--- src/sv/esp_pkg.sv ---
`default_nettype none
// ---------------------------------------------------------------------------
// esp_pkg
// Shared sizes, derived widths and the hash result struct of the equal-sum
// pair finder.
// ---------------------------------------------------------------------------
package esp_pkg;

  localparam int BUCKETS      = 64;   // 2 .. 4096
  localparam int BUCKET_DEPTH = 8;    // 1 .. 15

  localparam int VAL_W    = 16;
  localparam int SUM_W    = VAL_W + 1;
  localparam int BUCKET_W = $clog2(BUCKETS);
  localparam int FILL_W   = $clog2(BUCKET_DEPTH + 1);
  localparam int ENTRIES  = BUCKETS * BUCKET_DEPTH;
  localparam int ADDR_W   = $clog2(ENTRIES);

  // sum mod BUCKETS by reciprocal: q = (sum * RECIP) >> SUM_W is the true
  // quotient or one below it, so one compare-subtract finishes the remainder.
  localparam int RECIP   = (2 ** SUM_W) / BUCKETS;
  localparam int RECIP_W = $clog2(RECIP + 1);
  localparam int BDIV_W  = $clog2(BUCKETS + 1);

  typedef struct packed {
    logic                done;
    logic [SUM_W-1:0]    sum;
    logic [BUCKET_W-1:0] bucket;
  } hash_res_t;

endpackage
`default_nettype wire

--- src/sv/esp_bucket_hash.sv ---
`default_nettype none
// ---------------------------------------------------------------------------
// esp_bucket_hash
// Four-stage pipeline: pair sum, then sum mod BUCKETS by reciprocal multiply
// with a single correction step.
// ---------------------------------------------------------------------------
module esp_bucket_hash (
  input  wire logic                      clk,
  input  wire logic                      rst_n,
  input  wire logic                      start,
  input  wire logic [esp_pkg::VAL_W-1:0] first_value,
  input  wire logic [esp_pkg::VAL_W-1:0] second_value,
  output esp_pkg::hash_res_t             res
);

  localparam int SUM_W    = esp_pkg::SUM_W;
  localparam int RECIP_W  = esp_pkg::RECIP_W;
  localparam int BDIV_W   = esp_pkg::BDIV_W;
  localparam int BUCKET_W = esp_pkg::BUCKET_W;
  localparam int PROD_W   = SUM_W + RECIP_W;
  localparam int QB_W     = SUM_W + BDIV_W;
  localparam logic [RECIP_W-1:0] RECIP_V = RECIP_W'(esp_pkg::RECIP);
  localparam logic [BDIV_W-1:0]  BDIV_V  = BDIV_W'(esp_pkg::BUCKETS);
  localparam logic [SUM_W-1:0]   BSUM_V  = SUM_W'(esp_pkg::BUCKETS);

  logic [2:0]            vld_r;
  logic                  done_r;
  logic [SUM_W-1:0]      sum0_r, sum1_r, sum2_r, sum3_r;
  logic [PROD_W-1:0]     prod_r;
  logic [QB_W-1:0]       qb_r;
  logic [BUCKET_W-1:0]   bucket_r;

  logic [RECIP_W-1:0] quot;
  logic [SUM_W-1:0]   rem_raw;
  logic [SUM_W-1:0]   rem_fix;

  // quotient estimate: (sum * RECIP) >> SUM_W
  assign quot    = prod_r[PROD_W-1:SUM_W];
  assign rem_raw = sum2_r - qb_r[SUM_W-1:0];
  assign rem_fix = (rem_raw >= BSUM_V) ? rem_raw - BSUM_V : rem_raw;

  always_ff @(posedge clk) begin
    if (!rst_n) begin
      vld_r  <= '0;
      done_r <= 1'b0;
    end else begin
      vld_r  <= {vld_r[1:0], start};
      done_r <= vld_r[2];
    end
  end

  always_ff @(posedge clk) begin
    sum0_r   <= SUM_W'(first_value) + SUM_W'(second_value);
    prod_r   <= PROD_W'(sum0_r) * PROD_W'(RECIP_V);
    sum1_r   <= sum0_r;
    qb_r     <= QB_W'(quot) * QB_W'(BDIV_V);
    sum2_r   <= sum1_r;
    bucket_r <= rem_fix[BUCKET_W-1:0];
    sum3_r   <= sum2_r;
  end

  assign res.done   = done_r;
  assign res.sum    = sum3_r;
  assign res.bucket = bucket_r;

endmodule
`default_nettype wire

--- config.mk ---
export PLATFORM = sky130hd
export DESIGN_NAME = esp_bucket_hash
export DESIGN_NICKNAME = d
export VERILOG_FILES = /design/src/sv/esp_pkg.sv /design/src/sv/esp_bucket_hash.sv
export SDC_FILE = /design/constraint.sdc
export NUM_CORES = 1
export LEC_CHECK = 0
export BUFFER_PORTS_ARGS = -buffer_cell sky130_fd_sc_hd__buf_2
export CAP_MARGIN = 40
export CORE_MARGIN = 3
export CORE_UTILIZATION = 26
export DETAILED_ROUTE_END_ITERATION = 8
export GPL_TIMING_DRIVEN = 0
export PLACE_DENSITY = 0.48
export SYNTH_ARGS = -nofsm -noshare
export SYNTH_HDL_FRONTEND = slang
export SYNTH_SLANG_ARGS = --single-unit
--- constraint.sdc ---
create_clock -name clk -period 3.3 [get_ports clk]
set_input_delay 0.66 -clock clk [delete_from_list [all_inputs] [get_ports clk]]
set_output_delay 0.66 -clock clk [all_outputs]
set_load 0.01 [all_outputs]
Word-level counts from Yosys, hierarchy flattened
Index checks and enable logic that the tools add are counted.
Widths: inputs -> output; s select.
{"block": "word_totals", "register_bits": 89, "elab_cells": 13, "input_bits": 35, "output_inout_bits": 24}
{"block": "op_classes", "n_lt_le_gt_ge": 1, "mux": 1, "add_sub_neg": 3}
{"op": "$add 16x16->17", "count": 1}
{"op": "$ge 17x7->1 const B", "count": 1}
{"op": "$sub 17x17->17", "count": 1}
{"op": "$mux 6", "count": 1}
{"op": "$sub 6x1->6 const B", "count": 1}

Longest topological paths before layout
Gate-level depths: netlist of run 1.
{"block": "logic_depth", "word_depth": 3, "mapped_depth": 7, "ltp_nobuf": 7}

Worst setup path before layout of run 1
Ideal clock, no wire load.
{"block": "synth_path", "path_kind": "input to register", "startpoint": "input first_value[0] (netlist name)", "endpoint": "register sum0_r[16]", "setup_ns": 0.122, "path_buffers": 0, "arrival_time_ns": 2.212, "setup_slack_ns": 0.966, "t_required_ns": 3.178, "path_stages": 7, "cell_sequence": "ha_1 -> fa_1 -> a21o_1 -> a311o_1 -> a21o_1 -> a21oi_2 -> o31ai_1"}
{"block": "synth_between", "elab_chain_len": 1}
{"element": "start: declaration", "line_no": "esp_bucket_hash.sv:11", "rtl": "input wire logic [esp_pkg::VAL_W-1:0] first_value,"}
{"element": "$add 16x16->17", "line_no": "esp_bucket_hash.sv:53", "rtl": "sum0_r <= SUM_W'(first_value) + SUM_W'(second_value);"}
{"element": "end signal: assignment", "line_no": "esp_bucket_hash.sv:53"}
{"element": "end: declaration", "line_no": "esp_bucket_hash.sv:28", "rtl": "logic [SUM_W-1:0] sum0_r, sum1_r, sum2_r, sum3_r;"}
Every way passes these cells.
A chain may end at the register's enable or synchronous reset.

Worst setup path in the final report of run 1
{"block": "layout_path", "startpoint": "input first_value[0] (netlist name)", "endpoint": "register sum0_r[12]"}
Same word-level chain as after synthesis.

==> results of run 1 <==
-- cell type report --
| type | count | area (µm²) | area share (%) |
|---|---|---|---|
| multi-input combinational | 99 | 725.7 | 25.33 |
| buffer | 9 | 62.56 | 2.183 |
| clock buffer | 13 | 158.9 | 5.546 |
| tap | 105 | 131.4 | 4.585 |
| clock inverter | 3 | 40.04 | 1.397 |
| sequential | 72 | 1441 | 50.31 |
| inverter | 4 | 15.01 | 0.5240 |
| timing repair buffer | 58 | 290.3 | 10.13 |
-- routing by layer --
layer / GRT usage [%] / vias up / share of wire, %
li1: - / 768 / -
met1: 9.382 / 607 / 48
met2: 11.31 / 41 / 45
met3: 3.468 / 5 / 5.8
met4: 5.462 / 0 / 1.3
met5: 0 / - / 0
-- synth_stat cells (all sizes together), types with 3 or more instances --
library cell / count / area [µm²]
buf: 8 / 57.55
dfxtp: 72 / 1441
ha: 16 / 200.2
a21o: 3 / 22.52
inv: 4 / 15.01
nand2: 6 / 22.52
xnor2: 6 / 52.55
xor2: 8 / 70.07
a21oi: 16 / 83.83
o21ai: 7 / 35.03
nor2: 8 / 30.03
nand3: 6 / 30.03
and2: 4 / 25.02
-- critical path, stage by stage --
cell	delay [ns]
buf_2	0.10
ha_1	0.22
fa_1	0.40
a21o_1	0.22
a311o_1	0.38
a21o_1	0.20
a21oi_2	0.19
xnor2_1	0.14
-- stage by stage --
stage | utilization [%] | area (µm²) | hold WS, ns
final | 34.52 | 2865 | 0.3251
after global routing | 34.52 | 2865 | 0.3301
after CTS | 34.52 | 2865 | 0.3253
after detailed placement | 32.13 | 2666 | 0.3121
after global placement | 32.13 | 2666 | 0.3101
after floorplan | - | 2245 | 0.3096
-- logic make-up after synthesis --
kind of cell               after synthesis
DFF                                     72
adders and majority gates               17
and+or+nand+nor                         30
AOI/OAI and AO/OA                       38
xor gates and xnor gates                14
buffers and inverters                   13
-- state kept, by name (all words and copies together), names as in the netlist --
signal and flops:
sum3_r 12, vld_r 3, done_r 1, bucket_r 5
sum2_r 17, prod_r 17, sum0_r 17
-- power by group through the flow --
stage / registers [mW] / clock network, mW / logic (mW)
after floorplan: 1.12 / 0 / 0.145
after global placement: 1.10 / 0 / 0.275
after detailed placement: 1.11 / 0 / 0.275
after CTS: 1.09 / 0.696 / 0.276
after global routing: 1.10 / 0.729 / 0.304
final: 1.09 / 0.665 / 0.272
-- worst min-delay path by stage --
stage                     cells past startpoint  slack, ns           to       start
after detailed placement                      0       0.31  bucket_r[1]   sum2_r[1]
after CTS                                     0       0.33   sum2_r[14]  prod_r[25]
after global routing                          0       0.33   prod_r[14]   sum0_r[3]
after floorplan                               0       0.31  bucket_r[0]   sum2_r[0]
after global placement                        0       0.31    sum2_r[0]  prod_r[11]
final                                         0       0.33   prod_r[19]   sum0_r[8]
==> summary.txt, run 1 <==
Floorplan
  • Die Height: 98.92 µm
  • Die area: 0.009784 mm²
  • Initial Utilization: 27.05%
  • Core Area: 0.008299 mm²
  • Die Width: 98.92 µm
  • I/O Pins: 59
  • # rows: 33

Drt
  • Total wire length: 3543 µm
  • WL/cell: 9.760 µm
  • DRT antenna net count: 0
  • DR iter-0 viols: 49
  • DRC viols: 0
  • TritonRoute pass-1 iters: 4
  • Vias per inst: 3.915
  • Vias: 1421

Global route
  • GRT Util Overall: 7.880%
  • Initial antenna violation count: 0
  • Vias in the first global route: 1397
  • Global route total overflow: 0
  • First-pass GRT wire length: 5982 µm
  • Largest net degree at the start of global routing: 12

Place
  • Post-place setup slack: 0.6979 ns
  • HPWL reported at the end of detailed placement: 2736 µm
  • Placed cell count: 347
  • Final RePlAce weighted congestion: 0.7548
  • IO Port Bufs: 58

STA
  • Max Slew Vio Count: 0
  • Setup TNS: 0 ns
  • RSZ-0062 raised after global routing: false
  • Fmax: 439.9 MHz
  • Final hold vios: 0
  • Rel. slew slack: 76.61%
  • Post-layout min period: 2.273 ns
  • Final Worst Setup Slack: 1.027 ns
  • Worst-Margin Slew: 0.3508 ns
  • Clk_skew: 0.003920 ns
  • Final worst path period share: 68.88%
  • Final count of negative-setup-slack endpoints: 0

Yosys
  • Synth cell types: 30
  • Predominant post-synthesis flop cell: dfxtp_1
  • Netlist Area Pre-Place: 0.002245 mm²
  • Synth Area per Inst: 12.20 µm²
  • FFs w/ async S/R, synth: 0%
  • Syn Inst Count: 184
  • Post-Synth Simple-Gate Area: 6.577%
  • Synth Area in Compound Gates: 10.48%
  • Mux cell area share after synthesis: 0%
  • Largest family of logic cells by synthesized area: compound AO/OA/AOI/OAI gates
  • Post-synth EDFFs: 0
  • #FFs+latches synth: 72
  • Syn_nets: 236
  • Post-Synth XOR/XNOR Area: 5.463%
  • Synthesized-area fraction occupied by adder cells: 9.810%
  • Register area share after synthesis: 64.21%
  • Warnings from Yosys: 0

Clock tree
  • H-tree Lvls: 3
  • Clk_lat worst skew: 0.32 ns
  • Sink Count: 72
  • Post-CTS Repair Setup Buffers: 0
  • TritonCTS buffer count: 9
  • Max Buffers Root-to-Sink: 2
  • Clock slew at the register clock pins of the worst setup and hold paths: 0.07 ns
  • Post-CTS sizing: 0
  • TritonCTS clock tree: yes
  • CTS Hold Bufs: 0
  • Root buffer cell: clkbuf_8

Critical path
  • WS Path Type: in -> reg
  • CP Capture Point: sum0_r[12]
  • FF-to-FF Start: vld_r[1]
  • Crit path required time: 3.55 ns
  • Endpoint type of the worst setup path: flop
  • Register-to-Register Path Depth: 1
  • Flop2flop setup slack: 2.77 ns
  • Startpoint type of the worst setup path: input pin
  • Data arrival time of the critical path: 2.52 ns
  • Worst Path Max Fanout: 3
  • Crit path from: first_value[0]
  • Reg-to-reg critical path endpoint: vld_r[2]

Power
  • Design Power: 2.023 mW
  • Leak pwr: 1.316 nW
  • P_int: 1.567 mW
  • Seq pwr share: 53.7%
  • Logic pwr share: 13.4%
  • Pwr/cell area: 706.1 mW/mm²
  • Sw Pwr: 0.4557 mW
  • Switching share of total power: 22.53%
  • Clock power frac: 32.9%
  • Peak VDD IR: 0.0001964 V

Final layout
  • Nets: 305
  • # diodes: 0
  • Fillers: 829
  • Layout area overhead: 27.65%
  • Final non-filler cell total: 363
  • Commonest non-fill, non-tap cell in the layout: dfxtp_1
  • Share of layout cells above drive strength 1: 31.78%
  • Commonest cells after routing, fill and taps aside: dfxtp_1 (72), buf_2 (59), ha_1 (16), a21oi_1 (15), clkbuf_8 (11)

Hold path
  • Min-Delay Path Class: reg -> reg

Status
  • Outcome: completed

Job
  • Max-cap violations: 0
(Power assumes the default switching activity.)
==> inputs of run 2 (changes only) <==
--- a/config.mk
+++ b/config.mk
@@ -11,7 +11,7 @@
 export CORE_UTILIZATION = 26
 export DETAILED_ROUTE_END_ITERATION = 8
 export GPL_TIMING_DRIVEN = 0
-export PLACE_DENSITY = 0.48
+export PLACE_DENSITY = 0.5
 export SYNTH_ARGS = -nofsm -noshare
 export SYNTH_HDL_FRONTEND = slang
 export SYNTH_SLANG_ARGS = --single-unit
==> constraint.sdc (replaced) <==
create_clock -name clk -period 1.92 [get_ports clk]
set_input_delay 0.384 -clock clk [delete_from_list [all_inputs] [get_ports clk]]
set_output_delay 0.384 -clock clk [all_outputs]
set_load 0.01 [all_outputs]
==> summary.txt, run 2 (same netlist as run 1, synthesis figures left out) <==
Global route
  • Largest net degree at the start of global routing: 11
  • First-pass GRT wire length: 5899 µm
  • Initial antenna violation count: 0
  • Global route total overflow: 0
  • Vias in the first global route: 1382
  • GRT Util Overall: 7.607%

Status
  • Outcome: completed

Drt
  • Vias per inst: 3.831
  • WL/cell: 9.751 µm
  • Total wire length: 3520 µm
  • TritonRoute pass-1 iters: 4
  • DR iter-0 viols: 49
  • DRT antenna net count: 0
  • DRC viols: 0
  • Vias: 1383

Clock tree
  • Post-CTS sizing: 0
  • Clk_lat worst skew: 0.32 ns
  • Post-CTS Repair Setup Buffers: 0
  • H-tree Lvls: 3
  • Max Buffers Root-to-Sink: 2
  • TritonCTS buffer count: 9
  • Root buffer cell: clkbuf_8
  • Sink Count: 72
  • TritonCTS clock tree: yes
  • Clock slew at the register clock pins of the worst setup and hold paths: 0.06 ns
  • CTS Hold Bufs: 0

Floorplan
  • # rows: 33
  • Die area: 0.009784 mm²
  • I/O Pins: 59
  • Core Area: 0.008299 mm²
  • Initial Utilization: 27.05%
  • Die Width: 98.92 µm
  • Die Height: 98.92 µm

Power
  • Peak VDD IR: 0.0002952 V
  • Pwr/cell area: 1176 mW/mm²
  • Leak pwr: 1.299 nW
  • Design Power: 3.345 mW

Place
  • Final RePlAce weighted congestion: 0.8035
  • Placed cell count: 347
  • Cell area after placement: 0.002671 mm²
  • IO Port Bufs: 58
  • HPWL reported at the end of detailed placement: 2695 µm

Critical path
  • FF-to-FF Start: vld_r[2]
  • Worst Path Max Fanout: 3
  • Reg-to-reg critical path endpoint: done_r
  • Crit path required time: 2.17 ns
  • Flop2flop setup slack: 1.39 ns
  • WS Path Type: in -> reg
  • Startpoint type of the worst setup path: input pin
  • Register-to-Register Path Depth: 1
  • Data arrival time of the critical path: 2.07 ns
  • Crit path from: first_value[0]
  • Endpoint type of the worst setup path: flop

STA
  • Max Slew Vio Count: 0
  • Fmax: 549.5 MHz
  • Final worst path period share: 94.79%
  • Worst-Margin Slew: 0.3479 ns
  • Final hold vios: 0
  • Rel. slew slack: 76.80%
  • Setup TNS: 0 ns
  • Clk_skew: 0.002727 ns
  • RSZ-0062 raised after global routing: false
  • Final count of negative-setup-slack endpoints: 0
  • Post-layout min period: 1.820 ns

Final layout
  • Post-route cell area: 0.002844 mm²
  • Commonest cells after routing, fill and taps aside: dfxtp_1 (72), buf_2 (59), a21oi_1 (15), ha_1 (15), clkbuf_8 (12)
  • Biggest regs: prod_r: 17 flops, sum0_r: 17 flops, sum2_r: 17 flops
  • Commonest non-fill, non-tap cell in the layout: dfxtp_1
  • Final non-filler cell total: 361
  • Nets: 305
  • # diodes: 0
  • Fin util: 34.27%
  • Share of layout cells above drive strength 1: 32.03%
  • Layout area overhead: 26.70%

Hold path
  • Hold Path Stages: 2
  • Hold endpoint: vld_r[0]
  • Min-Delay Path Class: in -> reg
  • Hold Crit Start: start

Job
  • Max-cap violations: 0
run 2: cell count changes in the layout (fill, tap and decap cells not counted):
| cell | previous run | this run |
|---|---|---|
| bufinv_16 | 1 | 0 |
| clkbuf_8 | 11 | 12 |
| clkinv_2 | 2 | 0 |
| fa_1 | 1 | 0 |
| fa_2 | 0 | 1 |
| ha_1 | 16 | 15 |
| ha_2 | 0 | 1 |
run 2: worst max path at each step:
stage,to,slack (ns),depth (start not counted)
after floorplan,sum0_r[16],0.02,7
after global placement,sum0_r[12],-0.24,8
final,sum0_r[12],0.10,8
after CTS,sum0_r[12],0.11,8
after detailed placement,sum0_r[12],-0.24,8
after global routing,sum0_r[12],0.06,8
run 2: final cells by class:
cell class	count	area (µm²)
clock buffers	14	172.7
inverters	4	15.01
multi-input cells	99	730.7
well taps	105	131.4
fillers	834	5455
flip-flops and latches	72	1441
repair buffers	58	290.3
plain buffers	9	62.56
run 2: critical path: stages:
cell and delay [ns]:
buf_2 0.10, ha_2 0.19, fa_2 0.36, a21o_1 0.20, a311o_1 0.29, a21o_1 0.22
a21oi_2 0.18, xnor2_1 0.13
run 2: where the power goes:
part           switching (mW)  internal [mW]  total [mW]  leakage (nW)
combinational           0.244          0.224       0.468         0.604
clock                   0.450          0.562        1.01        0.0886
sequential             0.0624           1.80        1.87         0.607
total                   0.756           2.59        3.35          1.30
run 2: per-layer routing:
layer / part of all wire, % / global-route usage [%] / wire length [µm]
met2: 43 / 10.80 / 1502
met4: 2.5 / 5.567 / 87
met1: 48 / 9.051 / 1687
met3: 6.9 / 3.326 / 243
met5: 0 / 0 / 0
run 2: stage by stage:
step / worst slack (ns) / hold slack (ns)
after floorplan: 0.01935 / 0.3096
after global placement: -0.2375 / 0.3102
after detailed placement: -0.2401 / 0.3121
after CTS: 0.1087 / 0.2511
after global routing: 0.05647 / 0.2501
final: 0.1000 / 0.2769
